## src/hdl/bspm_pkg.sv

```systemverilog
// Shared types and mode codes for the backing store page map.
`default_nettype none
package bspm_pkg;
   localparam logic [2:0] MODE_ALLOC  = 3'd0;
   localparam logic [2:0] MODE_OPEN   = 3'd1;
   localparam logic [2:0] MODE_MAP    = 3'd2;
   localparam logic [2:0] MODE_LOOKUP = 3'd3;
   localparam logic [2:0] MODE_UNMAP  = 3'd4;
   localparam logic [2:0] MODE_FREE   = 3'd5;

   // commands from controller to datapath
   typedef struct packed {
      logic load;        // capture request word
      logic clr_step;    // clear sweep cursor, walk store slots from 0
      logic step;        // advance cursor
      logic scan;        // cursor spans all stores: start at store 0, wrap into next store
      logic wr_valid;    // write current slot valid/owner/page
      logic wr_bit;      // valid value written
      logic wr_hit;      // write goes to the slot just read instead of the cursor
      logic set_mapped;
      logic set_size;
      logic clr_store;   // clear mapped and size of selected store
      logic rsp_load;
      logic rsp_err;
      logic rsp_hit;     // report found slot
      logic rsp_alloc;   // report allocated store
   } ctl_type;

   typedef struct packed {
      logic       clear_done;
      logic       sid_ok;
      logic       alloc_ok;
      logic       mem_hit;   // registered read of current slot matches
      logic       mem_vld;   // registered read valid bit
      logic       run_end;   // cursor reached store size
      logic       fit_ok;    // run + count fits
      logic       map_done;  // mapped count reached
      logic       scan_end;  // lookup cursor at last slot
      logic       store_end; // cursor at last slot of store (free)
   } sts_type;
endpackage
`default_nettype wire

```

## src/hdl/bspm_control.sv

```systemverilog
// Controller state machine sequencing each request word.
`default_nettype none
module bspm_control
   import bspm_pkg::*;
(
   input  wire logic       clock,
   input  wire logic       reset,
   input  wire logic       req_valid,
   output logic            req_ready,
   input  wire logic [2:0] req_mode,
   output logic            rsp_valid,
   input  wire logic       rsp_ready,
   input  wire logic       hit_mapped,
   input  wire sts_type    sts,
   output ctl_type         ctl
);
   localparam logic [3:0] S_IDLE = 4'd0, S_DISP = 4'd1, S_RUNRD = 4'd2,
                          S_RUNCK = 4'd3, S_MAPWR = 4'd4, S_SCRD = 4'd5,
                          S_SCCK = 4'd6, S_FREE = 4'd7, S_RSP = 4'd8;
   logic [3:0] state_ff, state_in;
   logic [2:0] mode_ff;
   logic       last_ff, last_in;

   assign req_ready = (state_ff == S_IDLE) && sts.clear_done;
   assign rsp_valid = (state_ff == S_RSP);

   always_comb begin
      state_in = state_ff;
      last_in = last_ff;
      ctl = '0;
      unique case (state_ff)
         S_IDLE: if (req_valid && req_ready) begin
            ctl.load = 1'b1;
            state_in = S_DISP;
         end
         S_DISP: begin
            ctl.rsp_load = 1'b1;
            ctl.rsp_err = 1'b1;
            state_in = S_RSP;
            unique case (mode_ff)
               MODE_ALLOC: begin
                  ctl.rsp_err = !sts.alloc_ok;
                  ctl.rsp_alloc = sts.alloc_ok;
               end
               MODE_OPEN: if (sts.sid_ok) begin
                  ctl.set_size = 1'b1;
                  ctl.rsp_err = 1'b0;
               end
               MODE_MAP: if (sts.sid_ok) begin
                  ctl.rsp_load = 1'b0;
                  ctl.clr_step = 1'b1;
                  state_in = S_RUNRD;
               end
               MODE_LOOKUP, MODE_UNMAP: begin
                  ctl.rsp_load = 1'b0;
                  ctl.clr_step = 1'b1;
                  ctl.scan = 1'b1;
                  state_in = S_SCRD;
               end
               MODE_FREE: if (sts.sid_ok) begin
                  ctl.rsp_load = 1'b0;
                  ctl.clr_step = 1'b1;
                  state_in = S_FREE;
               end
               default: ;
            endcase
         end
         S_RUNRD: state_in = S_RUNCK;   // read latency
         S_RUNCK: begin
            if (!sts.run_end && sts.mem_vld) begin
               ctl.step = 1'b1;
               state_in = S_RUNRD;
            end else if (sts.fit_ok) begin
               ctl.set_mapped = 1'b1;
               state_in = S_MAPWR;
            end else begin
               ctl.rsp_load = 1'b1;
               ctl.rsp_err = 1'b1;
               state_in = S_RSP;
            end
         end
         S_MAPWR: if (sts.map_done) begin
            ctl.rsp_load = 1'b1;
            state_in = S_RSP;
         end else begin
            ctl.wr_valid = 1'b1;
            ctl.wr_bit = 1'b1;
            ctl.step = 1'b1;
         end
         S_SCRD: begin
            last_in = sts.scan_end;
            ctl.step = !sts.scan_end;
            ctl.scan = 1'b1;
            state_in = S_SCCK;
         end
         S_SCCK: begin
            if (sts.mem_hit && hit_mapped) begin
               ctl.rsp_load = 1'b1;
               ctl.rsp_hit = 1'b1;
               // unmap: cursor has moved on, so clear the slot at the read address
               if (mode_ff == MODE_UNMAP) begin
                  ctl.wr_valid = 1'b1;
                  ctl.wr_hit = 1'b1;
               end
               state_in = S_RSP;
            end else if (last_ff) begin
               ctl.rsp_load = 1'b1;
               ctl.rsp_err = 1'b1;
               state_in = S_RSP;
            end else begin
               last_in = sts.scan_end;
               ctl.step = !sts.scan_end;
               ctl.scan = 1'b1;
            end
         end
         S_FREE: begin
            ctl.wr_valid = 1'b1;
            ctl.step = 1'b1;
            if (sts.store_end) begin
               ctl.clr_store = 1'b1;
               ctl.rsp_load = 1'b1;
               state_in = S_RSP;
            end
         end
         S_RSP: if (rsp_ready) state_in = S_IDLE;
         default: state_in = S_IDLE;
      endcase
   end

   always_ff @(posedge clock) begin
      if (reset) begin
         state_ff <= S_IDLE;
         last_ff <= 1'b0;
      end else begin
         state_ff <= state_in;
         last_ff <= last_in;
      end
      if (ctl.load) mode_ff <= req_mode;
   end
endmodule
`default_nettype wire

```

## config.mk

```make
export PLATFORM = sky130hd
export DESIGN_NAME = bspm_control
export DESIGN_NICKNAME = d
export VERILOG_FILES = /design/src/hdl/bspm_pkg.sv /design/src/hdl/bspm_control.sv
export SDC_FILE = /design/constraint.sdc
export NUM_CORES = 1
export LEC_CHECK = 0
export BUFFER_PORTS_ARGS = -buffer_cell sky130_fd_sc_hd__clkbuf_2
export CORE_UTILIZATION = 40
export DETAILED_ROUTE_END_ITERATION = 12
export PLACE_DENSITY = 0.75
export SLEW_MARGIN = 20
export SYNTH_ARGS = -nofsm -noshare
export SYNTH_HDL_FRONTEND = slang
export SYNTH_SLANG_ARGS = --single-unit
```

## constraint.sdc

```tcl
create_clock -name clock -period 1.4 [get_ports clock]
set_clock_uncertainty 0.2 [all_clocks]
set_input_delay 0.28 -clock clock [delete_from_list [all_inputs] [get_ports clock]]
set_output_delay 0.28 -clock clock [all_outputs]
set_load 0.01 [all_outputs]
```

==> results.json, run 1 <==
{
  "dp_hpwl_microns": 2566,
  "dpl_worst_slack_ps": -406.9,
  "ys_types": 41,
  "clk_path_buf_depth": 2,
  "dp.cells": 204,
  "cts_sinks": 8,
  "syn_nets": 123,
  "clock-root-buffer": "clkbuf_4",
  "tool.error": "[ERROR DPL-0038] Utilization greater than 100%, impossible to legalize",
  "worst_endpoint_kind": "primary output",
  "status": "stopped before the end",
  "synth-seq-cells": 8,
  "seq_area_frac_synth_pct": 24.01,
  "lastStage": "global routing (5_1_grt)",
  "die_h_microns": 46.50,
  "synth_area_sq_um": 792.0,
  "place_area_sq_um": 1474,
  "die_w_microns": 46.50,
  "synth-async-reset-ratio_pct": 0,
  "ys.flop_type": "dfxtp_1",
  "synth_edf_count": 3,
  "postGrtWorstEndpoint": "ctl[2]",
  "io_pins": 34,
  "cts-buffers-inserted": 3,
  "fp-row-count": 15,
  "yosysWarnings": 0,
  "numPortBuffers": 33,
  "grt_max_degree": 10,
  "htreeDepth": 1,
  "place.gp.congestion": 1.043,
  "avgSynthCellArea_sq_um": 7.615,
  "syn_inst": 104,
  "initial_utilization_pct": 44.42
}
timing repair:
item | in CTS
buffers inserted | 5
gates resized for setup | 20
endpoints found under the setup margin | 24
pin swaps | 6
hold endpoints to repair | 3
hold buffers | 3
stage by stage:
step | utilization [%] | setup TNS, ps
after floorplan | - | -1672
after CTS | 93.19 | -10050
after detailed placement | 82.67 | -6089
after global placement | 82.67 | -5241
synthesized netlist by cell type, types with 2 or more instances:
master	count	area share (%)
a211o_1	3	3.3
a21o_1	2	1.9
a21oi_1	8	5.1
a31oi_1	4	3.2
and2_1	2	1.6
and4_1	2	2.2
buf_2	3	1.9
dfxtp_1	5	13
edfxtp_1	3	11
inv_1	6	2.8
nand2_1	4	1.9
nand2b_1	6	4.7
nand3_1	2	1.3
nand4bb_1	2	2.8
nor2_1	12	5.7
nor2b_1	2	1.6
nor3_1	5	3.2
nor3b_1	2	1.9
nor4_1	4	3.2
o21ai_0	2	1.3
o22ai_1	5	3.9
logic make-up after synthesis:
group                      share of synthesized area, %
muxes                                             1.264
adders and majority gates                         1.580
DFF                                               24.01
buffers and inverters                             6.160
and+or+nand+nor                                   39.65
AOI/OAI and AO/OA                                 27.33
==> run 2, diff against run 1 <==
--- a/config.mk
+++ b/config.mk
@@ -6,9 +6,10 @@
 export NUM_CORES = 1
 export LEC_CHECK = 0
 export BUFFER_PORTS_ARGS = -buffer_cell sky130_fd_sc_hd__clkbuf_2
-export CORE_UTILIZATION = 40
+export CORE_AREA = 2 2 63 65
 export DETAILED_ROUTE_END_ITERATION = 12
-export PLACE_DENSITY = 0.75
+export DIE_AREA = 0 0 65 67
+export PLACE_DENSITY_LB_ADDON = 0.15
 export SLEW_MARGIN = 20
 export SYNTH_ARGS = -nofsm -noshare
 export SYNTH_HDL_FRONTEND = slang
==> constraint.sdc (replaced) <==
create_clock -name clock -period 1.8 [get_ports clock]
set_clock_uncertainty 0.2 [all_clocks]
set_input_delay 0.36 -clock clock [delete_from_list [all_inputs] [get_ports clock]]
set_output_delay 0.36 -clock clock [all_outputs]
set_load 0.01 [all_outputs]
==> results.json, run 2 <==
{
  "die-area_sq_um": 4355,
  "largest-register": "state_ff",
  "synth_commonest_cells": "12 x nor2_1, 8 x a21oi_1, 6 x inv_1, 6 x nand2b_1",
  "hold_viol": 0,
  "top_regs": "state_ff: 4 flops, mode_ff: 3 flops, last_ff: 1 flops",
  "grt_pass1_wl_microns": 4857,
  "die_w_microns": 65,
  "synth_edf_count": 3,
  "ys_types": 41,
  "dpl_worst_slack_ps": -121.7,
  "diodes": 0,
  "htreeDepth": 1,
  "synth_compound_area_share_pct": 27.33,
  "clk_path_buf_depth": 2,
  "ant_nets": 0,
  "synth_top_family_by_area": "simple AND/OR/NAND/NOR gates",
  "seq_area_frac_synth_pct": 24.01,
  "clk_latency_ps": 230,
  "worstPathArrival_ps": 1550,
  "clock.fmax_ghz": 0.4749,
  "clock-root-buffer": "clkbuf_8",
  "p_leak_uw": 0.0007427,
  "critPathKind": "flip-flop to output pin",
  "setup_viol": 16,
  "cts_sinks": 8,
  "maxSlewHeadroom_pct": 75.67,
  "fp-row-count": 22,
  "min_period_ps": 2106,
  "area_growth_pct": 111.8,
  "worst-path-max-fanout": 5,
  "rsz0062_at_grt": "true",
  "syn_inst": 104,
  "fin_area_sq_um": 1678,
  "critical_path.max_stage_delay_ps": 580,
  "ys.flop_type": "dfxtp_1",
  "status": "finished, violations left",
  "muxShareOfSynthArea_pct": 1.264,
  "dr.pass1.iters": 4,
  "critical_path_required_ps": 1240,
  "synth-async-reset-ratio_pct": 0,
  "wl_met3_microns": 105,
  "wl_met2_microns": 1808,
  "yosys.area_share.xor_xnor_pct": 0,
  "first_global_vias": 1064,
  "worst_path_max_delay_cell": "or4b_4",
  "cts-buffers-inserted": 3,
  "start_kind": "flip-flop",
  "core_sq_um": 3606,
  "cts_hold_buf": 0,
  "syn_nets": 123,
  "endpoint_kind": "output pin",
  "initial_utilization_pct": 21.96,
  "postLayoutSetupSlackWorst_ps": -305.6,
  "max_cap_viol_count": 0,
  "place_area_sq_um": 1229,
  "layout_commonest_cell": "buf_4",
  "die_h_microns": 67,
  "drive_above_1_share_pct": 65.92,
  "dp_hpwl_microns": 2438,
  "cp_top_family": "simple AND/OR/NAND/NOR gates",
  "synth_top_area_cell": "dfxtp_1",
  "cts_tree": "done",
  "avgViaCountPerCell": 4.960,
  "synth.top_cell.area_share_pct": 12.64,
  "drt-total-wl_microns": 3317,
  "yosysWarnings": 0,
  "antenna_found_initial": 0,
  "overflow": 0,
  "critPathBufInv": 1,
  "place.gp.congestion": 0.8674,
  "synth_area_sq_um": 792.0,
  "grt_use_total_pct": 14.71,
  "drtIter0Drc": 27,
  "worstMarginPinSlew_ps": 355.7,
  "final_nets": 199,
  "violations": "negative setup slack",
  "avgSynthCellArea_sq_um": 7.615,
  "timing.final.crit_share_pct": 117.0,
  "mostFrequentLayoutCells": "28 x buf_4, 19 x clkbuf_2, 17 x buf_6",
  "synth.most_common_cell": "nor2_1",
  "grt_max_degree": 11,
  "wl_per_cell_microns": 14.61,
  "synth_area_leaders": "dfxtp_1 13%, edfxtp_1 11%, nor2_1 5.7%",
  "routed-via-count": 1126,
  "synth-seq-cells": 8,
  "wl_met1_microns": 1338,
  "synth_fa_ha_area_share_pct": 1.580,
  "routed.top_layer": "met4",
  "power_uw": 751.3,
  "pwr_density_cell_nw_per_um2": 447.8,
  "drc_errors": 0,
  "worstPathCellList": "or4b_4 -> a21oi_2 -> a211o_1 -> buf_2",
  "ir_worst_vdd_uv": 185.4,
  "numPortBuffers": 33,
  "largest_reg_flops": 4,
  "io_pins": 34,
  "slew_viol_final": 0,
  "synth-simple-area-share_pct": 39.65,
  "setup_tns_ps": -2172,
  "clkTransAtPathRegs_ps": 40,
  "hold_path_class": "input pin to flip-flop"
}
-- run 2: path summary, 6_finish.rpt --
path | from | to | slack [ps] | cells after the start
min reg2reg | last_ff | last_ff | 300 | 2
min | req_mode[2] | mode_ff[2] | 100 | 1
max reg2reg | state_ff[1] | state_ff[3] | -20 | 6
max | state_ff[1] | ctl[2] | -310 | 4
-- run 2: worst register-to-register path: stages (launching register included) --
cell	delay (ps)
dfxtp_4	350
buf_4	150
buf_6	130
or4b_4	530
a21oi_2	130
a21o_1	120
o32a_1	150
-- run 2: cell families after synthesis --
family | Yosys count
AOI/OAI and AO/OA | 32
DFF | 8
buffers and inverters | 11
adders and majority gates | 1
and+or+nand+nor | 51
muxes | 1
-- run 2: per-layer routing --
| metal | up-vias | global-route usage, % |
|---|---|---|
| li1 | 554 | - |
| met1 | 544 | 16.57 |
| met2 | 22 | 28.22 |
| met3 | 6 | 2.534 |
| met4 | 0 | 3.989 |
| met5 | - | 0 |
-- run 2: what timing repair did --
action                                 4_1_cts  5_1_grt
resized for setup                           31       49
endpoints found under the hold margin        0        0
pin swaps                                   12       13
setup endpoints to repair                   16       16
buffers inserted                             6        7
-- run 2: where the power goes --
group	leakage, uW	switching (uW)	total [uW]	internal, uW
sequential	0.0000712	14.4	211	197
combinational	0.000649	144	304	160
clock	0.0000228	81.8	236	154
-- run 2: cell type report --
class | instances | area [sq um]
Clock buffer | 4 | 45.04
Fill cell | 356 | 1928
Inverter | 6 | 22.52
Multi-Input combinational cell | 85 | 790.8
Sequential cell | 8 | 202.7
Tap cell | 48 | 60.06
Timing Repair Buffer | 76 | 556.8
-- run 2: per-stage QoR --
| step | std cells | hold WS (ps) | util, % |
|---|---|---|---|
| after floorplan | 104 | 229.1 | - |
| after CTS | 220 | 101.2 | 40.18 |
| final | 227 | 103.0 | 46.53 |
| after detailed placement | 210 | 293.7 | 34.07 |
| after global placement | 210 | 285.2 | 34.07 |
| after global routing | 227 | 105.0 | 46.53 |
Note: power is estimated with default switching activity, not from simulation.
==> run 3, diff against run 2 <==
--- a/config.mk
+++ b/config.mk
@@ -10,6 +10,7 @@
 export DETAILED_ROUTE_END_ITERATION = 12
 export DIE_AREA = 0 0 65 67
 export PLACE_DENSITY_LB_ADDON = 0.15
+export SETUP_SLACK_MARGIN = 0.4
 export SLEW_MARGIN = 20
 export SYNTH_ARGS = -nofsm -noshare
 export SYNTH_HDL_FRONTEND = slang
==> results.json, run 3 (synthesized netlist as in run 2, its figures left out) <==
{
  "status": "finished, violations left",
  "largest-register": "state_ff",
  "largest_reg_flops": 4,
  "drc_errors": 0,
  "grt_pass1_wl_microns": 5244,
  "die-area_sq_um": 4355,
  "rsz0062_at_grt": "true",
  "overflow": 0,
  "worstPathArrival_ps": 1550,
  "wl_per_cell_microns": 14.62,
  "hold_viol": 0,
  "pwr_density_cell_nw_per_um2": 439.8,
  "dr.pass1.iters": 3,
  "violations": "negative setup slack",
  "maxSlewHeadroom_pct": 77.55,
  "top_regs": "state_ff: 4 flops, mode_ff: 3 flops, last_ff: 1 flops",
  "setup_viol": 16,
  "hold_path_class": "input pin to flip-flop",
  "fin_hold_ws_ps": 96.22,
  "initial_utilization_pct": 21.96,
  "grt_max_degree": 12,
  "max_cap_viol_count": 0,
  "drive_above_1_share_pct": 66.29,
  "fp-row-count": 22,
  "mostFrequentLayoutCells": "25 x buf_4, 21 x clkbuf_2, 16 x buf_6",
  "cts_tree": "done",
  "antenna_found_initial": 0,
  "htreeDepth": 1,
  "die_h_microns": 67,
  "die_w_microns": 65,
  "clock-root-buffer": "clkbuf_8",
  "endpoint_kind": "output pin",
  "slew_viol_final": 0,
  "clk_path_buf_depth": 2,
  "reg2reg_slack_ps": 0,
  "fin_area_sq_um": 1730,
  "io_pins": 34,
  "worstMarginPinSlew_ps": 336.8,
  "layout_commonest_cell": "buf_4",
  "dp_hpwl_microns": 2452,
  "cts-buffers-inserted": 3,
  "p_leak_uw": 0.0007508,
  "final_nets": 195,
  "timing.final.crit_share_pct": 117.1,
  "clk_latency_ps": 240,
  "dpl_worst_slack_ps": -104.4,
  "start_kind": "flip-flop",
  "core_sq_um": 3606,
  "grt_use_total_pct": 16.16,
  "clkTransAtPathRegs_ps": 50,
  "utilization_pct": 47.99,
  "place.gp.congestion": 0.8145,
  "cts_sinks": 8,
  "ir_worst_vdd_uv": 323.0,
  "area_growth_pct": 118.5,
  "drt-total-wl_microns": 3261,
  "place_area_sq_um": 1396,
  "clock.fmax_ghz": 0.4742,
  "diodes": 0,
  "critPathKind": "flip-flop to output pin",
  "routed-via-count": 1108,
  "first_global_vias": 1108,
  "critical_path_required_ps": 1240,
  "cts_hold_buf": 0,
  "min_period_ps": 2109,
  "numPortBuffers": 33,
  "ant_nets": 0,
  "setup_tns_ps": -2682,
  "drtIter0Drc": 33,
  "avgViaCountPerCell": 4.969,
  "worst-path-max-fanout": 4,
  "postLayoutSetupSlackWorst_ps": -308.7
}
[run 3: layout make-up]
class                      count  area, sq um
timing repair buffer          72        563.0
fill                         355         1876
tap                           48        60.06
sequential                     8        202.7
clock buffer                   4        45.04
multi-input combinational     85        837.1
inverter                       6        22.52
[run 3: timing repair]
item	CTS	global route
resized for setup	29	25
setup buffers	6	3
pin swaps	11	8
gates cloned	0	0
endpoints found under the setup margin	23	24
[run 3: critical path, stage by stage, from the launching register on]
cell	delay [ps]
dfxtp_4	350
or4b_4	580
a21oi_2	140
a211o_1	120
buf_2	130
[run 3: final timing paths]
| check | endpoint | cells past startpoint | from |
|---|---|---|---|
| max | ctl[2] | 4 | state_ff[1] |
| min | mode_ff[2] | 1 | req_mode[2] |
| max reg2reg | state_ff[3] | 7 | state_ff[1] |
| min reg2reg | last_ff | 2 | last_ff |
[run 3: per-stage QoR]
step,std cells,total power [uW]
floorplan,104,358.0
global placement,210,467.3
detailed placement,210,467.2
CTS,220,741.3
global route,223,800.6
finish,223,761.1
[run 3: metal layers]
layer / up-vias / track usage [%] / share of wire, %
li1: 546 / - / -
met1: 527 / 18.24 / 42
met2: 28 / 29.51 / 52
met3: 7 / 2.027 / 3.2
met4: 0 / 8.511 / 2.7
met5: - / 0 / 0
[run 3: where the power goes]
part	switching (uW)	leakage [uW]	total (uW)	internal (uW)
registers	13.4	0.0000712	210	197
logic	153	0.000657	314	161
clock network	82.8	0.0000228	237	155
total	249	0.000751	761	512
==> run 4, diff against run 3 <==
--- a/config.mk
+++ b/config.mk
@@ -5,7 +5,9 @@
 export SDC_FILE = /design/constraint.sdc
 export NUM_CORES = 1
 export LEC_CHECK = 0
+export ABC_AREA = 1
 export BUFFER_PORTS_ARGS = -buffer_cell sky130_fd_sc_hd__clkbuf_2
+export CAP_MARGIN = 20
 export CORE_AREA = 2 2 63 65
 export DETAILED_ROUTE_END_ITERATION = 12
 export DIE_AREA = 0 0 65 67
==> results.json, run 4 <==
{
  "status": "finished, violations left",
  "violations": "negative setup slack",
  "p_sw_uw": 336.7,
  "die-area_sq_um": 4355,
  "clkTransAtPathRegs_ps": 40,
  "sequentialPowerShare_pct": 25.9,
  "clockPowerShare_pct": 24.6,
  "grt_max_degree": 7,
  "pwr_density_cell_nw_per_um2": 532.0,
  "postLayoutSetupSlackWorst_ps": -182.9,
  "fin_hold_ws_ps": 111.8,
  "wl_per_cell_microns": 11.55,
  "p_leak_uw": 0.0008812,
  "area_growth_pct": 105.6,
  "htreeDepth": 1,
  "start_kind": "flip-flop",
  "routed-via-count": 1153,
  "combPwrFrac_pct": 49.5,
  "synth_edf_count": 3,
  "dr.pass1.iters": 4,
  "seq_area_frac_synth_pct": 23.07,
  "die_w_microns": 65,
  "first_global_vias": 1159,
  "timing.final.crit_share_pct": 110.2,
  "drt-total-wl_microns": 2992,
  "dp_hpwl_microns": 2121,
  "synth_area_leaders": "nand2_1 15%, dfxtp_1 12%, inv_1 11%",
  "switching_share_pct": 37.32,
  "grt_use_total_pct": 14.56,
  "diodes": 0,
  "endpoint_kind": "output pin",
  "worstPathArrival_ps": 1420,
  "synth_commonest_cells": "33 x nand2_1, 25 x inv_1, 17 x nor2_1",
  "clk_latency_ps": 220,
  "largest_reg_flops": 4,
  "clock.fmax_ghz": 0.5043,
  "worst-path-max-fanout": 6,
  "synth-seq-cells": 8,
  "hold_path_class": "input pin to flip-flop",
  "synth_top_area_cell": "nand2_1",
  "top_regs": "state_ff: 4 flops, mode_ff: 3 flops, last_ff: 1 flops",
  "initial_utilization_pct": 22.87,
  "power_uw": 902.0,
  "ant_nets": 0,
  "die_h_microns": 67,
  "cts_sinks": 8,
  "mostFrequentLayoutCells": "22 x nand2_1, 22 x clkbuf_2, 19 x buf_4",
  "fp-row-count": 22,
  "worstMarginPinSlew_ps": 247.1,
  "drive_above_1_share_pct": 68.25,
  "avgSynthCellArea_sq_um": 5.975,
  "yosysWarnings": 0,
  "rsz0062_at_grt": "true",
  "numPortBuffers": 33,
  "syn_inst": 138,
  "clock-root-buffer": "clkbuf_8",
  "max_cap_viol_count": 0,
  "synth-async-reset-ratio_pct": 0,
  "avgViaCountPerCell": 4.452,
  "setup_viol": 12,
  "ys.flop_type": "dfxtp_1",
  "critical_path_required_ps": 1240,
  "synth_area_sq_um": 824.5,
  "synth.most_common_cell": "nand2_1",
  "internal_power_uw": 565.3,
  "largest-register": "state_ff",
  "synth.top_cell.area_share_pct": 15.02,
  "grt_pass1_wl_microns": 4885,
  "antenna_found_initial": 0,
  "ir_worst_vdd_uv": 313.1,
  "final_nets": 231,
  "clk_path_buf_depth": 2,
  "hold_viol": 0,
  "overflow": 0,
  "critPathKind": "flip-flop to output pin",
  "io_pins": 34,
  "maxSlewHeadroom_pct": 83.52,
  "ys_types": 24,
  "place.gp.congestion": 0.7416,
  "place_area_sq_um": 1167,
  "fin_area_sq_um": 1695,
  "cts_tree": "done",
  "drtIter0Drc": 39,
  "syn_nets": 157,
  "core_sq_um": 3606,
  "slew_viol_final": 0,
  "cts-buffers-inserted": 3,
  "min_period_ps": 1983,
  "drc_errors": 0
}
==> run 4: final cells by class <==
type,instances,area (sq um)
Inverter,31,128.9
Multi-Input combinational cell,99,720.7
Tap cell,48,60.06
Timing Repair Buffer,69,535.5
Fill cell,371,1911
Clock buffer,4,45.04
Sequential cell,8,205.2
==> run 4: repair_timing <==
action | CTS | global route
pin swaps | 26 | 16
setup endpoints to repair | 23 | 24
hold buffers | 0 | 0
resized for setup | 46 | 29
buffers inserted | 25 | 7
==> run 4: kinds of logic (layout without fill, tap and decap cells) <==
kind of cell	after synthesis	count (layout)	synth area share, %
buffers and inverters	31	104	14.11
adder cells (fa/ha/maj)	1	1	1.517
flip-flops	8	8	23.07
AND/OR/NAND/NOR	81	81	48.25
AO/OA/AOI/OAI	17	17	13.05
==> run 4: path summary, 6_finish.rpt <==
check,from,to,slack [ps],cells after the start
max,mode_ff[0],ctl[3],-180,7
min,req_mode[0],mode_ff[0],110,1
min reg2reg,last_ff,last_ff,310,2
max reg2reg,mode_ff[0],state_ff[3],-120,13
==> run 4: power groups by stage <==
stage / sequential (uW) / combinational (uW) / clock, uW
after floorplan: 227 / 202 / 0
after global placement: 230 / 297 / 0
after detailed placement: 231 / 299 / 0
after CTS: 232 / 389 / 227
after global routing: 237 / 488 / 241
final: 234 / 447 / 221
==> run 4: stage by stage <==
stage | setup slack, ps | cells | TNS (ps) | utilization (%)
2_1_floorplan | 218.4 | 138 | 0 | -
3_3_place_gp | 55.55 | 223 | 0 | 32.37
3_5_place_dp | 20.64 | 223 | 0 | 32.37
4_1_cts | -150.0 | 252 | -995.5 | 43.16
5_1_grt | -275.6 | 259 | -2228 | 47.02
6_report | -182.9 | 259 | -1262 | 47.02
==> run 4: metal layers <==
| layer | GRT usage [%] | part of all wire [%] | up-vias |
|---|---|---|---|
| met2 | 26.42 | 50 | 35 |
| met1 | 16.73 | 42 | 519 |
| met3 | 2.196 | 4.8 | 8 |
| met4 | 6.649 | 2.6 | 0 |
| met5 | 0 | 0 | - |
| li1 | - | - | 591 |
==> run 4: critical path, cell delays in order, from the launching register on <==
cell and delay, ps:
edfxtp_1 480, inv_2 110, nand3_1 90, nand2_2 110, nand2_2 70, nand3_2 70
o2111ai_2 110, clkbuf_2 150
